### src/hw/rtl/shc_pkg.sv
// Shared constants and codes for the staged heater controller.
package shc_pkg;

    localparam int NUM_STAGES   = 4;
    localparam int LANE_WIDTH   = 16;
    localparam int DELAY_WIDTH  = 16;
    localparam int FAULT_WIDTH  = 3;
    localparam int CFG_WIDTH    = 64;
    localparam int CFG_IDX_W    = 3;
    localparam int SAFETY_LIMIT = 5000;
    localparam int FAULT_LIMIT  = 5;

    typedef enum logic [CFG_IDX_W-1:0] {
        CFG_ALARM_ENABLES = 3'd0,
        CFG_ALARM_MAX     = 3'd1,
        CFG_ALARM_MIN     = 3'd2,
        CFG_CHANGE_HOLD   = 3'd3,
        CFG_ON_DELAY      = 3'd4,
        CFG_OFF_DELAY     = 3'd5,
        CFG_SETPOINTS     = 3'd6,
        CFG_HYSTERESIS    = 3'd7
    } cfg_index_t;

endpackage

### src/hw/rtl/staged_heater_controller_unit.sv
// Staged heater controller: delay counter, mode machine and four relay stages.
//
// Input channel: in_valid / in_stall with heater_temp and safety_temp, one
// control tick per transfer. Output channel: out_valid / out_stall with
// relay_mask, control_mode, alarm_request and sensor_enable, one result per
// tick, in order.
// Configuration: cfg_valid / cfg_ready with cfg_index and cfg_data; cfg_ready
// is always high. Write only while no tick is in flight.
// Path: a tick is captured in the input register, processed by the stage and
// mode logic, and its result is captured in the result register. Throughput is
// one tick per cycle while the result is not held by out_stall.
// Reset clears all registers to zero, the mode to running and sets the
// sensor enable. While out_stall holds a result, the input register still
// takes one more tick; in_stall rises only when both registers are full.
module staged_heater_controller_unit
    import shc_pkg::*;
#(
    parameter int TEMP_WIDTH = 16
)
(
    input  logic                         clk,
    input  logic                         rst_n,
    input  logic                         in_valid,
    output logic                         in_stall,
    input  logic signed [TEMP_WIDTH-1:0] heater_temp,
    input  logic signed [TEMP_WIDTH-1:0] safety_temp,
    output logic                         out_valid,
    input  logic                         out_stall,
    output logic [NUM_STAGES-1:0]        relay_mask,
    output logic [1:0]                   control_mode,
    output logic                         alarm_request,
    output logic                         sensor_enable,
    input  logic                         cfg_valid,
    output logic                         cfg_ready,
    input  logic [CFG_IDX_W-1:0]         cfg_index,
    input  logic [CFG_WIDTH-1:0]         cfg_data
);

    localparam int CW = ((TEMP_WIDTH > LANE_WIDTH + 1) ? TEMP_WIDTH : LANE_WIDTH + 1) + 1;

    typedef enum logic [1:0] {
        MODE_RUN    = 2'd0,
        MODE_CHANGE = 2'd1,
        MODE_ALARM  = 2'd2,
        MODE_OFF    = 2'd3
    } mode_t;

    localparam logic signed [CW-1:0]          SAFETY_LIM = CW'(SAFETY_LIMIT);
    localparam logic [FAULT_WIDTH-1:0]        FAULT_LIM  = FAULT_WIDTH'(FAULT_LIMIT);
    localparam logic [NUM_STAGES-1:0]         ALARM_MASK = NUM_STAGES'(1) << (NUM_STAGES - 1);

    logic [1:0]                   alarm_en_reg;
    logic signed [TEMP_WIDTH-1:0] alarm_max_reg;
    logic signed [TEMP_WIDTH-1:0] alarm_min_reg;
    logic                         change_hold_reg;
    logic [DELAY_WIDTH-1:0]       on_delay_reg;
    logic [DELAY_WIDTH-1:0]       off_delay_reg;
    logic [CFG_WIDTH-1:0]         setpoints_reg;
    logic [CFG_WIDTH-1:0]         hysteresis_reg;

    logic                         s1_valid_reg;
    logic signed [TEMP_WIDTH-1:0] s1_heater_reg;
    logic signed [TEMP_WIDTH-1:0] s1_safety_reg;

    mode_t                        mode_reg, mode_next;
    logic [NUM_STAGES-1:0]        stage_on_reg, stage_on_next;
    logic [DELAY_WIDTH-1:0]       delay_count_reg, delay_count_next;
    logic                         delay_active_reg, delay_active_next;
    logic                         timer_done_reg, timer_done_next;
    logic [FAULT_WIDTH-1:0]       fault_count_reg, fault_count_next;
    logic                         alarm_on_reg, alarm_on_next;
    logic                         sensor_on_reg, sensor_on_next;

    logic                         out_valid_reg;
    logic [NUM_STAGES-1:0]        out_mask_reg;
    mode_t                        out_mode_reg;
    logic                         out_alarm_reg;
    logic                         out_sensor_reg;

    logic                         advance;
    logic signed [CW-1:0]         h_ext;
    logic signed [CW-1:0]         s_ext;
    logic signed [CW-1:0]         sp_ext;
    logic signed [CW-1:0]         low_ext;
    logic [LANE_WIDTH-1:0]        sp_lane;
    logic [LANE_WIDTH-1:0]        hy_lane;
    logic [FAULT_WIDTH-1:0]       fault_inc;
    logic                         hot;
    logic                         sensor_fault;
    logic                         max_en;
    logic                         min_en;
    logic                         alarm_hit;
    logic                         alarm_clear;
    logic                         want;
    logic [DELAY_WIDTH-1:0]       delay_sel;

    assign advance   = s1_valid_reg && (!out_valid_reg || !out_stall);
    assign in_stall  = s1_valid_reg && out_valid_reg && out_stall;
    assign cfg_ready = 1'b1;

    assign out_valid     = out_valid_reg;
    assign relay_mask    = out_mask_reg;
    assign control_mode  = out_mode_reg;
    assign alarm_request = out_alarm_reg;
    assign sensor_enable = out_sensor_reg;

    assign h_ext = {{(CW-TEMP_WIDTH){s1_heater_reg[TEMP_WIDTH-1]}}, s1_heater_reg};
    assign s_ext = {{(CW-TEMP_WIDTH){s1_safety_reg[TEMP_WIDTH-1]}}, s1_safety_reg};

    assign max_en    = alarm_en_reg[0];
    assign min_en    = alarm_en_reg[1];
    assign fault_inc = fault_count_reg + FAULT_WIDTH'(1);
    assign hot       = s_ext > SAFETY_LIM;

    assign alarm_hit = (max_en && (s1_heater_reg > alarm_max_reg))
                    || (min_en && (s1_heater_reg < alarm_min_reg));
    assign alarm_clear = (max_en && (s1_heater_reg < alarm_max_reg))
                      || (min_en && (s1_heater_reg > alarm_min_reg))
                      || (!min_en && (s1_heater_reg <= alarm_min_reg))
                      || (!max_en && (s1_heater_reg >= alarm_max_reg));

    always_comb
    begin
        mode_next         = mode_reg;
        stage_on_next     = stage_on_reg;
        delay_count_next  = delay_count_reg;
        delay_active_next = delay_active_reg;
        timer_done_next   = timer_done_reg;
        fault_count_next  = fault_count_reg;
        alarm_on_next     = alarm_on_reg;
        sensor_on_next    = sensor_on_reg;
        sensor_fault      = 1'b0;
        sp_lane           = '0;
        hy_lane           = '0;
        sp_ext            = '0;
        low_ext           = '0;
        want              = 1'b0;
        delay_sel         = '0;

        // advance the stage 1 delay
        if (delay_active_reg)
        begin
            if (delay_count_reg == '0)
            begin
                timer_done_next   = 1'b1;
                delay_active_next = 1'b0;
            end
            else
            begin
                delay_count_next = delay_count_reg - DELAY_WIDTH'(1);
            end
        end

        // sensor check, used in running and alarm modes
        if (mode_reg == MODE_RUN || mode_reg == MODE_ALARM)
        begin
            if (hot)
            begin
                if (fault_inc >= FAULT_LIM)
                begin
                    fault_count_next = '0;
                    sensor_fault     = 1'b1;
                end
                else
                begin
                    fault_count_next = fault_inc;
                end
            end
            else
            begin
                fault_count_next = '0;
            end
        end

        case (mode_reg)
            MODE_RUN:
            begin
                if (sensor_fault)
                begin
                    mode_next      = MODE_CHANGE;
                    sensor_on_next = 1'b0;
                end
                if (alarm_hit)
                begin
                    mode_next     = MODE_ALARM;
                    alarm_on_next = 1'b1;
                end
            end
            MODE_CHANGE:
            begin
                if (!change_hold_reg)
                begin
                    mode_next      = MODE_RUN;
                    sensor_on_next = 1'b1;
                end
            end
            MODE_ALARM:
            begin
                if (alarm_clear)
                begin
                    mode_next     = MODE_RUN;
                    alarm_on_next = 1'b0;
                end
                if (sensor_fault)
                begin
                    mode_next      = MODE_CHANGE;
                    sensor_on_next = 1'b0;
                end
            end
            default:
            begin
            end
        endcase

        case (mode_next)
            MODE_RUN:
            begin
                for (int i = 0; i < NUM_STAGES; i++)
                begin
                    sp_lane = setpoints_reg[i*LANE_WIDTH +: LANE_WIDTH];
                    hy_lane = hysteresis_reg[i*LANE_WIDTH +: LANE_WIDTH];
                    sp_ext  = {{(CW-LANE_WIDTH){1'b0}}, sp_lane};
                    low_ext = sp_ext - {{(CW-LANE_WIDTH){1'b0}}, hy_lane};
                    want    = stage_on_reg[i] ? (h_ext > sp_ext) : (h_ext < low_ext);
                    if (sp_lane == '0)
                    begin
                        stage_on_next[i] = 1'b0;
                    end
                    else if (want)
                    begin
                        if (i == 0)
                        begin
                            delay_sel = stage_on_reg[i] ? off_delay_reg : on_delay_reg;
                            if (delay_sel == '0)
                            begin
                                timer_done_next = 1'b1;
                            end
                            else
                            begin
                                delay_count_next  = delay_sel - DELAY_WIDTH'(1);
                                delay_active_next = 1'b1;
                            end
                            stage_on_next[i] = !stage_on_reg[i];
                        end
                        else if (i == 1)
                        begin
                            if (timer_done_next)
                            begin
                                timer_done_next  = 1'b0;
                                stage_on_next[i] = !stage_on_reg[i];
                            end
                        end
                        else
                        begin
                            stage_on_next[i] = !stage_on_reg[i];
                        end
                    end
                end
            end
            MODE_ALARM:
            begin
                stage_on_next = ALARM_MASK;
            end
            default:
            begin
                stage_on_next = '0;
            end
        endcase
    end

    always_ff @(posedge clk or negedge rst_n)
    begin
        if (!rst_n)
        begin
            alarm_en_reg     <= '0;
            alarm_max_reg    <= '0;
            alarm_min_reg    <= '0;
            change_hold_reg  <= 1'b0;
            on_delay_reg     <= '0;
            off_delay_reg    <= '0;
            setpoints_reg    <= '0;
            hysteresis_reg   <= '0;
            s1_valid_reg     <= 1'b0;
            s1_heater_reg    <= '0;
            s1_safety_reg    <= '0;
            mode_reg         <= MODE_RUN;
            stage_on_reg     <= '0;
            delay_count_reg  <= '0;
            delay_active_reg <= 1'b0;
            timer_done_reg   <= 1'b0;
            fault_count_reg  <= '0;
            alarm_on_reg     <= 1'b0;
            sensor_on_reg    <= 1'b1;
            out_valid_reg    <= 1'b0;
            out_mask_reg     <= '0;
            out_mode_reg     <= MODE_RUN;
            out_alarm_reg    <= 1'b0;
            out_sensor_reg   <= 1'b1;
        end
        else
        begin
            if (cfg_valid && cfg_ready)
            begin
                case (cfg_index_t'(cfg_index))
                    CFG_ALARM_ENABLES: alarm_en_reg    <= cfg_data[1:0];
                    CFG_ALARM_MAX:     alarm_max_reg   <= cfg_data[TEMP_WIDTH-1:0];
                    CFG_ALARM_MIN:     alarm_min_reg   <= cfg_data[TEMP_WIDTH-1:0];
                    CFG_CHANGE_HOLD:   change_hold_reg <= cfg_data[0];
                    CFG_ON_DELAY:      on_delay_reg    <= cfg_data[DELAY_WIDTH-1:0];
                    CFG_OFF_DELAY:     off_delay_reg   <= cfg_data[DELAY_WIDTH-1:0];
                    CFG_SETPOINTS:     setpoints_reg   <= cfg_data;
                    CFG_HYSTERESIS:    hysteresis_reg  <= cfg_data;
                    default:
                    begin
                    end
                endcase
            end

            // take a new tick whenever the input register is free or draining
            if (!in_stall)
            begin
                s1_valid_reg <= in_valid;
                if (in_valid)
                begin
                    s1_heater_reg <= heater_temp;
                    s1_safety_reg <= safety_temp;
                end
            end

            if (advance)
            begin
                mode_reg         <= mode_next;
                stage_on_reg     <= stage_on_next;
                delay_count_reg  <= delay_count_next;
                delay_active_reg <= delay_active_next;
                timer_done_reg   <= timer_done_next;
                fault_count_reg  <= fault_count_next;
                alarm_on_reg     <= alarm_on_next;
                sensor_on_reg    <= sensor_on_next;
                out_valid_reg    <= 1'b1;
                out_mask_reg     <= stage_on_next;
                out_mode_reg     <= mode_next;
                out_alarm_reg    <= alarm_on_next;
                out_sensor_reg   <= sensor_on_next;
            end
            else if (!out_stall)
            begin
                out_valid_reg <= 1'b0;
            end
        end
    end

`ifndef SYNTHESIS
    a_mode_never_off: assert property (@(posedge clk) disable iff (!rst_n)
        mode_reg != MODE_OFF)
        else $error("mode machine entered off mode");

    a_fault_count_range: assert property (@(posedge clk) disable iff (!rst_n)
        fault_count_reg < FAULT_LIM)
        else $error("fault count reached the fault limit without clearing");

    a_alarm_relays: assert property (@(posedge clk) disable iff (!rst_n)
        out_valid_reg && out_mode_reg == MODE_ALARM |-> out_mask_reg == ALARM_MASK)
        else $error("alarm result does not drive only the last stage");

    a_stall_full: assert property (@(posedge clk) disable iff (!rst_n)
        in_stall |-> s1_valid_reg && out_valid_reg)
        else $error("input stalled with a free register");

    a_result_held: assert property (@(posedge clk) disable iff (!rst_n)
        out_valid_reg && out_stall |=> out_valid_reg && $stable(out_mask_reg))
        else $error("stalled result was dropped or changed");
`endif

endmodule

### config.mk
export PLATFORM = sky130hd
export DESIGN_NAME = staged_heater_controller_unit
export DESIGN_NICKNAME = d
export VERILOG_FILES = /design/src/hw/rtl/shc_pkg.sv /design/src/hw/rtl/staged_heater_controller_unit.sv
export SDC_FILE = /design/constraint.sdc
export NUM_CORES = 1
export LEC_CHECK = 0
export ABC_CLOCK_PERIOD_IN_PS = 6900
export BUFFER_PORTS_ARGS = -buffer_cell sky130_fd_sc_hd__buf_2
export CORE_MARGIN = 3
export CORE_UTILIZATION = 60
export CTS_CLUSTER_SIZE = 8
export DETAILED_ROUTE_END_ITERATION = 12
export PLACE_DENSITY = 0.79
export RECOVER_POWER = 100
export SLEW_MARGIN = 10
export SYNTH_ARGS = -nofsm -noshare
export SYNTH_HDL_FRONTEND = slang
export SYNTH_SLANG_ARGS = --single-unit
### constraint.sdc
create_clock -name clk -period 6.9 [get_ports clk]
set_input_delay 1.035 -clock clk [delete_from_list [all_inputs] [get_ports clk]]
set_output_delay 1.035 -clock clk [all_outputs]
set_load 0.01 [all_outputs]
## Word-level counts from Yosys, hierarchy flattened

Index checks and enable logic that the tools add are counted.

| operators by class | value |
|---|---|
| $add $sub $neg | 7 |
| magnitude comparators | 16 |
| eq/ne operators | 20 |
| muxes and demuxes | 55 |
| bitwise logic cells | 1 |
| reduce and logical (&&, ||, !) cells | 51 |

Operator list:

| operator | number |
|---|---|
| 16-bit 2-to-1 mux | 7 |
| 16-bit zero test | 6 |
| 16-bit by 17-bit > comparator with 1-bit output | 4 |
| 16-bit by 17-bit < comparator with 1-bit output | 4 |
| 16-bit by 16-bit subtractor with 17-bit output | 4 |
| 1-bit 2-to-1 mux | 37 |
| 16-bit > comparator | 2 |
| 16-bit < comparator | 2 |
| 16-bit by 1-bit subtractor with 16-bit output (second input constant) | 2 |
| 2-bit AND reduction | 13 |
| 16-bit greater-or-equal comparator | 1 |
| 16-bit by 14-bit > comparator with 1-bit output (second input constant) | 1 |
| 16-bit <= comparator | 1 |
| 3-bit == test (second input constant) | 4 |
| 3-bit inequality test (second input constant) | 4 |
| 2-bit 2-to-1 mux | 5 |
| 1-bit logical AND | 9 |
| 1-bit zero test | 8 |
| 4-bit case mux with 2 select lines | 1 |
| 4-bit AND reduction | 2 |
| 3-bit by 2-bit == test with 1-bit output (second input constant) | 2 |
| 1-bit logical OR | 6 |
| 3-bit 2-to-1 mux | 2 |
| 2-bit inequality test (second input constant) | 3 |
| other kinds (15) | 20 |

| storage, ports and cells | value |
|---|---|
| bits in registers | 258 |
| bits of input ports | 104 |
| output and inout bits | 11 |
| logic and storage cells | 173 |

## Logic depth before layout (Yosys ltp)

Gate-level depths: netlist (run 1).

| depth | value |
|---|---|
| depth in word-level cells | 14 |
| gate-level depth with buffers | 24 |
| mapped depth without buffers | 23 |

## Worst setup path after synthesis (run 1)

Ideal clock, no wire load.

| timing | value |
|---|---|
| path type | register to register |
| start point | reg setpoints_reg[0] |
| end point | reg delay_count_reg[12] |
| setup time | 0.126 ns |
| arrival time | 5.017 ns |
| data required time | 6.774 ns |
| slack | 1.757 ns |
| cell stages (with the launch flop) | 25 |
| path buffers | 1 |
| clock period less this slack | 5.143 ns |
| path through | dfrtp_1 -> inv_1 -> ha_1 -> inv_1 -> fa_1 -> a21o_1 -> a21oi_1 -> o21ba_2 -> o21ai_0 -> a41oi_1 -> a21oi_1 -> a21o_1 -> a21oi_1 -> xor2_1 -> ha_1 -> a21o_1 -> a2111o_1 -> a2111oi_2 -> a221oi_1 -> a2bb2oi_1 -> o21bai_4 -> a211oi_4 -> buf_6 -> a21oi_1 -> a311o_1 |

| on the way | value |
|---|---|
| longest elaborated chain between the ends | 6 |
| elaborated cells on any way between the ends | 8 |
| classes of those cells | 1 x add/sub; 2 x order compare; 4 x mux; 1 x reduce/logical |

RTL lines:

| item | line | text |
|---|---|---|
| start: declaration | staged_heater_controller_unit.sv:58 | `logic [CFG_WIDTH-1:0] setpoints_reg;` |
| start signal: assignment | staged_heater_controller_unit.sv:311 | `CFG_SETPOINTS: setpoints_reg <= cfg_data;` |
| 16-bit by 16-bit subtractor with 17-bit output | staged_heater_controller_unit.sv:223 | `low_ext = sp_ext - {{(CW-LANE_WIDTH){1'b0}}, hy_lane};` |
| 16-bit by 17-bit < comparator with 1-bit output | staged_heater_controller_unit.sv:224 | `want = stage_on_reg[i] ? (h_ext > sp_ext) : (h_ext < low_ext);` |
| 1-bit 2-to-1 mux | staged_heater_controller_unit.sv:224 |  |
| 16-bit 2-to-1 mux | staged_heater_controller_unit.sv:229 | `else if (want)` |
| 16-bit 2-to-1 mux * | staged_heater_controller_unit.sv:225 | `if (sp_lane == '0)` |
| 16-bit 2-to-1 mux * | staged_heater_controller_unit.sv:215 | `case (mode_next)` |
| end signal: assignment | staged_heater_controller_unit.sv:334 | `delay_count_reg <= delay_count_next;` |
| end: declaration | staged_heater_controller_unit.sv:67 | `logic [DELAY_WIDTH-1:0] delay_count_reg, delay_count_next;` |

Every way passes the cells marked *; elsewhere a longest branch is shown, timed or not.
A chain may end at the register's enable or synchronous reset.

## Worst setup path in the final report (run 1)

Same ends and word-level chain as after synthesis.

==> flow_summary_export.csv, run 1 <==
group,metric,value,unit
route,wl_met3,2.63,mm
sta,fin_crit,6140,ps
cells_and_area,final_core_util,68.3,%
place,dp.cells,2261,
global_route,grt_pass1_vias,14300,
cells_and_area,antenna_cells,0,
sta,period_share,88.9,%
logic_synthesis,synth_top_area_share,36.1,%
logic_synthesis,ys_ff_latch,258,
die,die_height,178,um
place,dp.final_hpwl,30.8,mm
place,dpl-instance-area,18800,um^2
power,p_int,0.00444,W
die,initial_core_util,61.5,%
clock_network,htreeDepth,2,
cells_and_area,fin_cells,2309,
route,vias_per_cell,6.05,
logic_synthesis,yosysSeqAreaShare,36.3,%
die,die_area,31800,um^2
clock_network,ctsRootBufferMaster,"clkbuf_16",
logic_synthesis,synth_nets,2131,
sta,setup_tns,0,ps
place,io_buffer_count,113,
critical_path,startpoint_type,"flop",
critical_path,worst-path-buf-inv,3,
die,io_pins,115,
critical_path,critPathMaxStageDelay,470,ps
sta,rsz0062_at_grt,"no",
power,seq_power_share,30.6,%
critical_path,r2r_setup_slack,760,ps
global_route,gr-total-overflow,0,
die,die_w,178,um
hold_path,min_path_type,"reg -> reg",
power,power_density,366,nW/um^2
logic_synthesis,yosys.area_share.simple,11.5,%
clock_network,clk_latency,520,ps
logic_synthesis,ys.flop_type,"dfrtp_1",
sta,fmax,163,MHz
power,sw_frac_of_total,38.7,%
logic_synthesis,synth.most_common_cell,"dfrtp_1",
cells_and_area,areaGrowthSynthToFinish,11.1,%
power,combPwrFrac,46.5,%
power,total_power,0.00724,W
critical_path,crit_chain,"inv_1, ha_1, inv_1, fa_1, a21o_1, a21oi_1, o21ba_2, o21ai_0, a41oi_1, a21oi_1, a21o_1, a21oi_1, xor2_1, ha_1, a21o_1, a2111o_1, a2111oi_2, a221oi_1, a2bb2oi_1, o21bai_1, a211oi_4, buf_4, a21oi_1, a311o_1",
logic_synthesis,async_flop_share,100,%
route,totalWireLength,43.3,mm
critical_path,worstPathRequired,7280,ps
critical_path,critPathMaxFanout,26,
sta,worstMarginPinSlew,4580,ps
clock_network,post_cts_resized,0,
outcome,violations,"max-capacitance violations, max-slew violations",
sta,max_slew_margin,-205,%
global_route,antenna_found_initial,4,
critical_path,worstSetupPathType,"reg -> reg",
global_route,grt_util_all_layers,27.5,%
cells_and_area,final_nets,2259,
route,routed-wl-met2,20.6,mm
logic_synthesis,yosys-top-cells-area,"dfrtp_1 (36%), ha_1 (16%), mux2_2 (13%)",
critical_path,crit_top_cell,"a21oi_1",
route,drtPass1Iterations,6,
route,drcViolationCount,0,
power,vdd_drop_max,0.000274,V
logic_synthesis,muxShareOfSynthArea,13.7,%
sta,skew,25.2,ps
critical_path,critPathTopFamily,"compound AO/OA/AOI/OAI gates",
clock_network,clock-sinks,258,
route,ant_nets,0,
logic_synthesis,synth_commonest_cells,"dfrtp_1 (257), ha_1 (234), inv_1 (201)",
cells_and_area,stdcell_area,19800,um^2
global_route,grt_max_degree,177,
route,top_layer,"met5",
logic_synthesis,netlist.top_cell.by_area,"dfrtp_1",
clock_network,numCtsBuffers,38,
sta,setup_viol,0,
logic_synthesis,synth-xor-area-share,3.40,%
route,wl_met1,18.1,mm
power,leakage,9.36,nW
sta,slew_viol_final,266,
power,power.switching,0.00280,W
die,rows,62,
clock_network,cts_tree,"done",
logic_synthesis,synth_top_family_by_area,"adder cells",
clock_network,cts.path.max_buffers,3,
critical_path,slowest_stage,"a211oi_4",
logic_synthesis,synth_compound_area_share,13.0,%
logic_synthesis,netlist_area,17800,um^2
sta,finalHoldViolations,0,
clock_network,path_clk_slew,50,ps
die,fp.coreArea,28900,um^2
critical_path,critPathArrivalTime,6510,ps
logic_synthesis,synth-edff-count,0,
critical_path,cp-end-kind,"flop",
logic_synthesis,post_synth_fa_ha_maj_area_fraction,16.9,%
route,vias,14000,
outcome,status,"complete, but fails checks",
place,gp_congestion,0.879,
logic_synthesis,synth_cells,1789,
global_route,grt_pass1_wl,70.2,mm
clock_network,cts_setup_buffers,0,
logic_synthesis,avgSynthCellArea,9.94,um^2
run,cap_violations,5,
clock_network,holdBufCountCts,0,
logic_synthesis,synth_cell_types,75,
power,pwr-share-clk,22.9,%
cells_and_area,drive_gt1_share,18.8,%
logic_synthesis,synth-warning-count,0,
route,routedWlPerCell,18.8,um
route,dr.first_iter.drc_count,720,
==> power groups by stage <==
stage / Sequential (W) / Combinational [W] / Clock (W)
final: 0.00222 / 0.00337 / 0.00166
after global routing: 0.00226 / 0.00384 / 0.00174
after CTS: 0.00221 / 0.00337 / 0.00168
after detailed placement: 0.00223 / 0.00333 / 0
after global placement: 0.00221 / 0.00317 / 0
after floorplan: 0.00212 / 0.00261 / 0
==> layer usage <==
layer / GRT usage, % / vias up
met5: 0 / -
met3: 5.17 / 147
met1: 34.5 / 6752
met4: 11.5 / 8
li1: - / 6676
met2: 46.7 / 376
==> logic make-up (layout without fill, tap and decap cells) <==
kind of cell | count (synthesis) | after routing
AO/OA/AOI/OAI | 349 | 349
multiplexers | 218 | 218
adder cells (fa/ha/maj) | 238 | 238
flip-flops | 258 | 258
AND/OR/NAND/NOR | 413 | 413
XOR/XNOR | 69 | 69
other | 1 | 1
buffers and inverters | 243 | 379
==> layout by cell type (no fill, tap or decap), drive strengths merged, types with 6 or more instances in the layout <==
master	instances
a211oi	10
a21o	24
a21oi	89
a22oi	8
a311o	6
a31oi	8
buf	110
clkbuf	66
dfrtp	257
ha	234
inv	202
mux2	198
mux2i	20
nand2	117
nand2b	20
nand3	38
nand4	24
nand4b	7
nor2	75
nor2b	19
nor3	41
nor4	27
o2111ai	6
o211ai	17
o21a	22
o21ai	87
o31ai	6
or3	18
xnor2	33
xor2	36
==> metrics by stage <==
stage                     setup slack [ps]  hold WS [ps]
after global routing                   238           485
after CTS                              885           459
after global placement                1070           456
final                                  765           459
after detailed placement               940           450
after floorplan                       1760           465
==> worst register-to-register path, cell delays in order, from the launching register on <==
cell       delay (ps)
dfrtp_1           410
inv_1              70
ha_1              160
inv_1              60
fa_1              400
a21o_1            180
a21oi_1           210
o21ba_2           170
o21ai_0           120
a41oi_1           320
a21oi_1           160
a21o_1            200
a21oi_1           210
xor2_1            200
ha_1              270
a21o_1            180
a2111o_1          430
a2111oi_2         340
a221oi_1          130
a2bb2oi_1         200
o21bai_1          230
a211oi_4          470
buf_4             380
a21oi_1           120
a311o_1           370
==> final timing paths <==
path | end | depth (start not counted) | startpoint
worst min-delay path | sensor_enable | 2 | sensor_enable
worst min register to register | sensor_enable | 2 | sensor_enable
worst max register to register | delay_count_reg[12] | 24 | setpoints_reg[0]
worst max-delay path | delay_count_reg[12] | 24 | setpoints_reg[0]
min in group asynchronous | on_delay_reg[14] | 1 | rst_n
max in group asynchronous | s1_safety_reg[2] | 1 | rst_n
==> cell type report <==
cell class | instances | area (um^2)
tap | 384 | 480
inverter | 201 | 754
multi-input combinational | 1288 | 10400
sequential | 258 | 6460
clock buffer | 46 | 1010
clock inverter | 2 | 13.8
fill | 2175 | 9170
timing repair buffer | 130 | 661
Power figures use the tool's default switching activity.
==> run 2: changes to the inputs <==
--- a/config.mk
+++ b/config.mk
@@ -8,10 +8,9 @@
 export ABC_CLOCK_PERIOD_IN_PS = 6900
 export BUFFER_PORTS_ARGS = -buffer_cell sky130_fd_sc_hd__buf_2
 export CORE_MARGIN = 3
-export CORE_UTILIZATION = 60
+export CORE_UTILIZATION = 25
 export CTS_CLUSTER_SIZE = 8
 export DETAILED_ROUTE_END_ITERATION = 12
-export PLACE_DENSITY = 0.79
 export RECOVER_POWER = 100
 export SLEW_MARGIN = 10
 export SYNTH_ARGS = -nofsm -noshare
==> flow_summary_export.csv, run 2 (same netlist as run 1, synthesis figures left out) <==
group,metric,value,unit
die,die_w,273,um
route,vias_per_cell,4.70,
global_route,gr-usage-met2,20.8,%
run,cap_violations,5,
critical_path,r2r-end,"delay_count_reg[15]",
sta,rsz0062_at_grt,"no",
global_route,grt_pass1_wl,76.5,mm
die,rows,97,
sta,slew_viol_final,287,
power,leakage,9.44,nW
clock_network,holdBufCountCts,0,
clock_network,numCtsBuffers,39,
hold_path,min_path_type,"reg -> reg",
route,vias,13500,
place,dpl-instance-area,19600,um^2
critical_path,critPathLaunch,"setpoints_reg[0]",
power,total_power,0.00739,W
place,io_buffer_count,113,
sta,setup_viol,0,
sta,fmax,166,MHz
global_route,use_met1,18.3,%
cells_and_area,areaGrowthSynthToFinish,15.9,%
cells_and_area,final_nets,2264,
die,io_pins,115,
clock_network,cts_setup_buffers,0,
critical_path,startpoint_type,"flop",
route,drtPass1Iterations,5,
clock_network,ctsRootBufferMaster,"clkbuf_16",
place,gp_congestion,0.810,
sta,setup_tns,0,ps
cells_and_area,stdcell_area,20600,um^2
global_route,grt_busiest_layer,"met2",
cells_and_area,final_common_cell,"dfrtp_1",
sta,worstMarginPinSlew,5020,ps
global_route,grt_util_met3,2.31,%
critical_path,slowest_stage,"a2111o_1",
global_route,grt_max_degree,171,
critical_path,timing.rr.start,"setpoints_reg[0]",
critical_path,r2r_cells,24,
critical_path,r2r_setup_slack,880,ps
clock_network,path_clk_slew,50,ps
cells_and_area,n_fill_cell,7393,
clock_network,clk_latency,580,ps
sta,finalHoldViolations,0,
place,pre_cts_slack,1060,ps
sta,period_share,87.2,%
global_route,gr-total-overflow,0,
global_route,antenna_found_initial,5,
clock_network,htreeDepth,2,
critical_path,critPathArrivalTime,6470,ps
die,initial_core_util,25.3,%
critical_path,critPathMaxFanout,37,
cells_and_area,final_core_util,29.3,%
cells_and_area,final_cell_mix,"dfrtp_1 (257), ha_1 (234), inv_1 (201)",
critical_path,worstSetupPathType,"reg -> reg",
outcome,violations,"max-capacitance violations, max-slew violations",
critical_path,crit_path_end,"delay_count_reg[15]",
route,routedWlPerCell,16.9,um
sta,skew,31.3,ps
outcome,status,"complete, but fails checks",
critical_path,worstPathRequired,7360,ps
route,totalWireLength,48.7,mm
critical_path,crit_chain,"inv_1, ha_1, inv_1, fa_1, a21o_1, a21oi_1, o21ba_2, o21ai_0, a41oi_1, a21oi_1, a21o_1, a21oi_1, xor2_1, ha_1, a21o_1, a2111o_1, a2111oi_0, a221oi_1, a2bb2oi_1, o21bai_1, a211oi_4, buf_4, mux2_2, o211a_1",
critical_path,critPathMaxStageDelay,420,ps
sta,fin_crit,6020,ps
die,die_area,74400,um^2
critical_path,cp-end-kind,"flop",
sta,max_slew_margin,-234,%
cells_and_area,antenna_cells,0,
clock_network,clock-sinks,258,
clock_network,cts.path.max_buffers,3,
die,fp.coreArea,70300,um^2
place,dp.final_hpwl,35.0,mm
power,vdd_drop_max,0.000178,V
die,die_height,273,um
power,power_density,358,nW/um^2
route,drcViolationCount,0,
cells_and_area,drive_gt1_share,19.2,%
route,ant_nets,0,
sta,fin_ws,881,ps
route,dr.first_iter.drc_count,665,
clock_network,post_cts_resized,0,
global_route,grt_pass1_vias,13400,
clock_network,cts_tree,"done",
global_route,grt_util_all_layers,13.1,%
run 2: changes by cell type in the layout (fill, tap and decap cells not counted):
cell       change
buf_4          +5
clkbuf_8       +2
clkinv_16      +2
a2111oi_0      +1
a2111oi_2      -1
bufinv_16      +1
clkbuf_1       -1
inv_16         +1
inv_6          -1
mux2_1         -1
mux2_2         +1
run 2: where the power goes:
part           switching, W  total (W)  internal [W]
Combinational       0.00180    0.00336       0.00155
Sequential         0.000331    0.00220       0.00187
Clock              0.000735    0.00183       0.00110
run 2: final cells by class:
class / count / area (um^2) / area share [%]
Multi-Input combinational cell: 1288 / 10400 / 50.4
Inverter: 201 / 754 / 3.66
Sequential cell: 258 / 6460 / 31.3
Clock inverter: 5 / 115 / 0.558
Timing Repair Buffer: 134 / 694 / 3.37
Clock buffer: 48 / 1040 / 5.04
Tap cell: 940 / 1180 / 5.70
run 2: metrics by stage:
stage               hold WS (ps)  instances
finish                       459       2874
global placement             451       2821
global route                 493       2874
floorplan                    465       1789
CTS                          461       2874
detailed placement           452       2821
run 2: per-layer routing:
layer	part of all wire, %	routed length [um]
met5	0.051	25
met3	4.0	1960
met4	1.9	936
met1	49	24000
met2	45	21700
run 2: worst min path at each step:
| stage | startpoint | to | cells after the start |
|---|---|---|---|
| final | sensor_enable | sensor_enable | 2 |
| after floorplan | sensor_enable | sensor_enable | 2 |
| after detailed placement | sensor_enable | sensor_enable | 2 |
| after global routing | sensor_enable | sensor_enable | 2 |
| after CTS | sensor_enable | sensor_enable | 2 |
| after global placement | sensor_enable | sensor_enable | 2 |
run 2: critical path: cells and delay by family (launching register included):
family                   cells  cell delay [ps]
buffers and inverters        3              520
flip-flops                   1              410
multiplexers                 1              380
adder cells (fa/ha/maj)      3              850
XOR/XNOR                     1              180
AO/OA/AOI/OAI               16             3560
==> run 3: changes to the inputs <==
--- a/config.mk
+++ b/config.mk
@@ -11,6 +11,7 @@
 export CORE_UTILIZATION = 25
 export CTS_CLUSTER_SIZE = 8
 export DETAILED_ROUTE_END_ITERATION = 12
+export PLACE_DENSITY = 0.41
 export RECOVER_POWER = 100
 export SLEW_MARGIN = 10
 export SYNTH_ARGS = -nofsm -noshare
==> flow_summary_export.csv, run 3 (same netlist as run 1, synthesis figures left out) <==
group,metric,value,unit
outcome,status,"complete, but fails checks",
outcome,violations,"max-capacitance violations, max-slew violations",
clock_network,clock-sinks,258,
critical_path,critPathLaunch,"setpoints_reg[0]",
die,fp.coreArea,70300,um^2
power,seq_power_share,30.1,%
critical_path,critPathMaxFanout,37,
global_route,gr-total-overflow,0,
cells_and_area,final_core_util,29.2,%
sta,whs,463,ps
die,initial_core_util,25.3,%
place,io_buffer_count,113,
clock_network,clk_latency,560,ps
sta,worstMarginPinSlew,4670,ps
route,routedWlPerCell,18.1,um
sta,setup_viol,0,
route,drtPass1Iterations,5,
clock_network,htreeDepth,2,
critical_path,crit_path_end,"delay_count_reg[15]",
sta,fmax,165,MHz
route,vias_per_cell,4.73,
power,power_density,359,nW/um^2
critical_path,startpoint_type,"flop",
critical_path,worst-path-buf-inv,3,
clock_network,numCtsBuffers,39,
route,totalWireLength,52.2,mm
critical_path,crit_chain,"inv_1, ha_1, inv_1, fa_1, a21o_1, a21oi_1, o21ba_2, o21ai_0, a41oi_1, a21oi_1, a21o_1, a21oi_1, xor2_1, ha_1, a21o_1, a2111o_1, a2111oi_0, a221oi_1, a2bb2oi_1, o21bai_1, a211oi_4, buf_4, mux2_2, o211a_1",
global_route,grt_pass1_wl,82.3,mm
die,io_pins,115,
cells_and_area,areaGrowthSynthToFinish,15.5,%
clock_network,ctsRootBufferMaster,"clkbuf_16",
cells_and_area,final_nets,2263,
power,combPwrFrac,45.8,%
critical_path,critPathMaxStageDelay,420,ps
global_route,grt_max_degree,151,
sta,slew_viol_final,459,
power,pwr-share-clk,24.1,%
die,die_area,74400,um^2
sta,setup_tns,0,ps
global_route,grt_util_all_layers,14.2,%
route,ant_nets,0,
critical_path,worstSetupPathType,"reg -> reg",
critical_path,cp_num_cells,24,
critical_path,worstPathRequired,7340,ps
place,dpl-instance-area,19500,um^2
power,power.switching,0.00290,W
run,cap_violations,7,
die,die_w,273,um
hold_path,min_path_type,"reg -> reg",
critical_path,r2r_setup_slack,840,ps
sta,skew,24.8,ps
route,drcViolationCount,0,
global_route,grt_pass1_vias,14200,
critical_path,slowest_stage,"a2111o_1",
clock_network,cts_setup_buffers,0,
global_route,antenna_found_initial,3,
cells_and_area,drive_gt1_share,19.0,%
power,leakage,9.40,nW
sta,period_share,87.8,%
cells_and_area,final_common_cell,"dfrtp_1",
critical_path,critPathArrivalTime,6490,ps
die,rows,97,
sta,fin_crit,6060,ps
critical_path,r2r_cells,24,
sta,finalHoldViolations,0,
route,vias,13600,
route,dr.first_iter.drc_count,530,
cells_and_area,stdcell_area,20500,um^2
critical_path,cp-end-kind,"flop",
place,gp_congestion,0.808,
clock_network,post_cts_resized,0,
cells_and_area,final_cell_mix,"dfrtp_1 (257), ha_1 (234), inv_1 (201)",
clock_network,cts.path.max_buffers,3,
critical_path,r2r-end,"delay_count_reg[15]",
critical_path,timing.rr.start,"setpoints_reg[0]",
die,die_height,273,um
power,sw_frac_of_total,39.3,%
clock_network,holdBufCountCts,0,
critical_path,critPathTopFamily,"compound AO/OA/AOI/OAI gates",
place,dp.final_hpwl,37.4,mm
sta,rsz0062_at_grt,"no",
power,vdd_drop_max,0.000175,V
clock_network,cts_tree,"done",
sta,max_slew_margin,-211,%
power,p_int,0.00448,W
clock_network,path_clk_slew,60,ps
run 3: cell count changes in the layout (fill, tap and decap cells not counted), sizes merged:
cell,before,now
diode,0,2
clkbuf,67,74
buf,115,110
bufinv,1,0
run 3: how the worst min path moves through the flow:
stage,from,endpoint,slack (ps),depth (start not counted)
floorplan,sensor_enable,sensor_enable,460,2
global placement,sensor_enable,sensor_enable,450,2
detailed placement,sensor_enable,sensor_enable,460,2
CTS,sensor_enable,sensor_enable,460,2
global route,off_delay_reg[7],off_delay_reg[7],510,1
finish,sensor_enable,sensor_enable,460,2
run 3: cell type report:
class,instances,area (um^2)
fill,7459,49700
multi-input combinational,1288,10400
sequential,258,6460
tap,940,1180
clock buffer,51,1060
inverter,201,754
timing repair buffer,133,667
clock inverter,4,35.0
antenna,2,5.00
run 3: per-layer routing:
layer | global-route usage (%) | vias to the layer above | wire [um]
li1 | - | 6683 | -
met2 | 23.6 | 199 | 24200
met1 | 18.8 | 6640 | 24500
met4 | 4.05 | 2 | 1280
met5 | 0.197 | - | 14
met3 | 2.60 | 73 | 2170
run 3: worst reg2reg max path: cells and delay by family, from the launching register on:
kind	cells	cell delay (ps)
flip-flops	1	410
AO/OA/AOI/OAI	16	3610
adder cells (fa/ha/maj)	3	830
XOR/XNOR	1	170
buffers and inverters	3	520
multiplexers	1	390
run 3: stage by stage:
stage / cells / power, W / setup slack (ps)
after global placement: 2820 / 0.00559 / 1060
final: 2877 / 0.00738 / 842
after detailed placement: 2820 / 0.00566 / 978
after global routing: 2875 / 0.00811 / 403
after CTS: 2875 / 0.00754 / 944
after floorplan: 1789 / 0.00473 / 1760
run 3: power groups by stage:
stage               combinational, W  clock (W)  sequential (W)
floorplan                    0.00261          0         0.00212
global placement             0.00335          0         0.00224
detailed placement           0.00341          0         0.00225
CTS                          0.00344    0.00187         0.00223
global route                 0.00391    0.00192         0.00228
finish                       0.00338    0.00178         0.00222
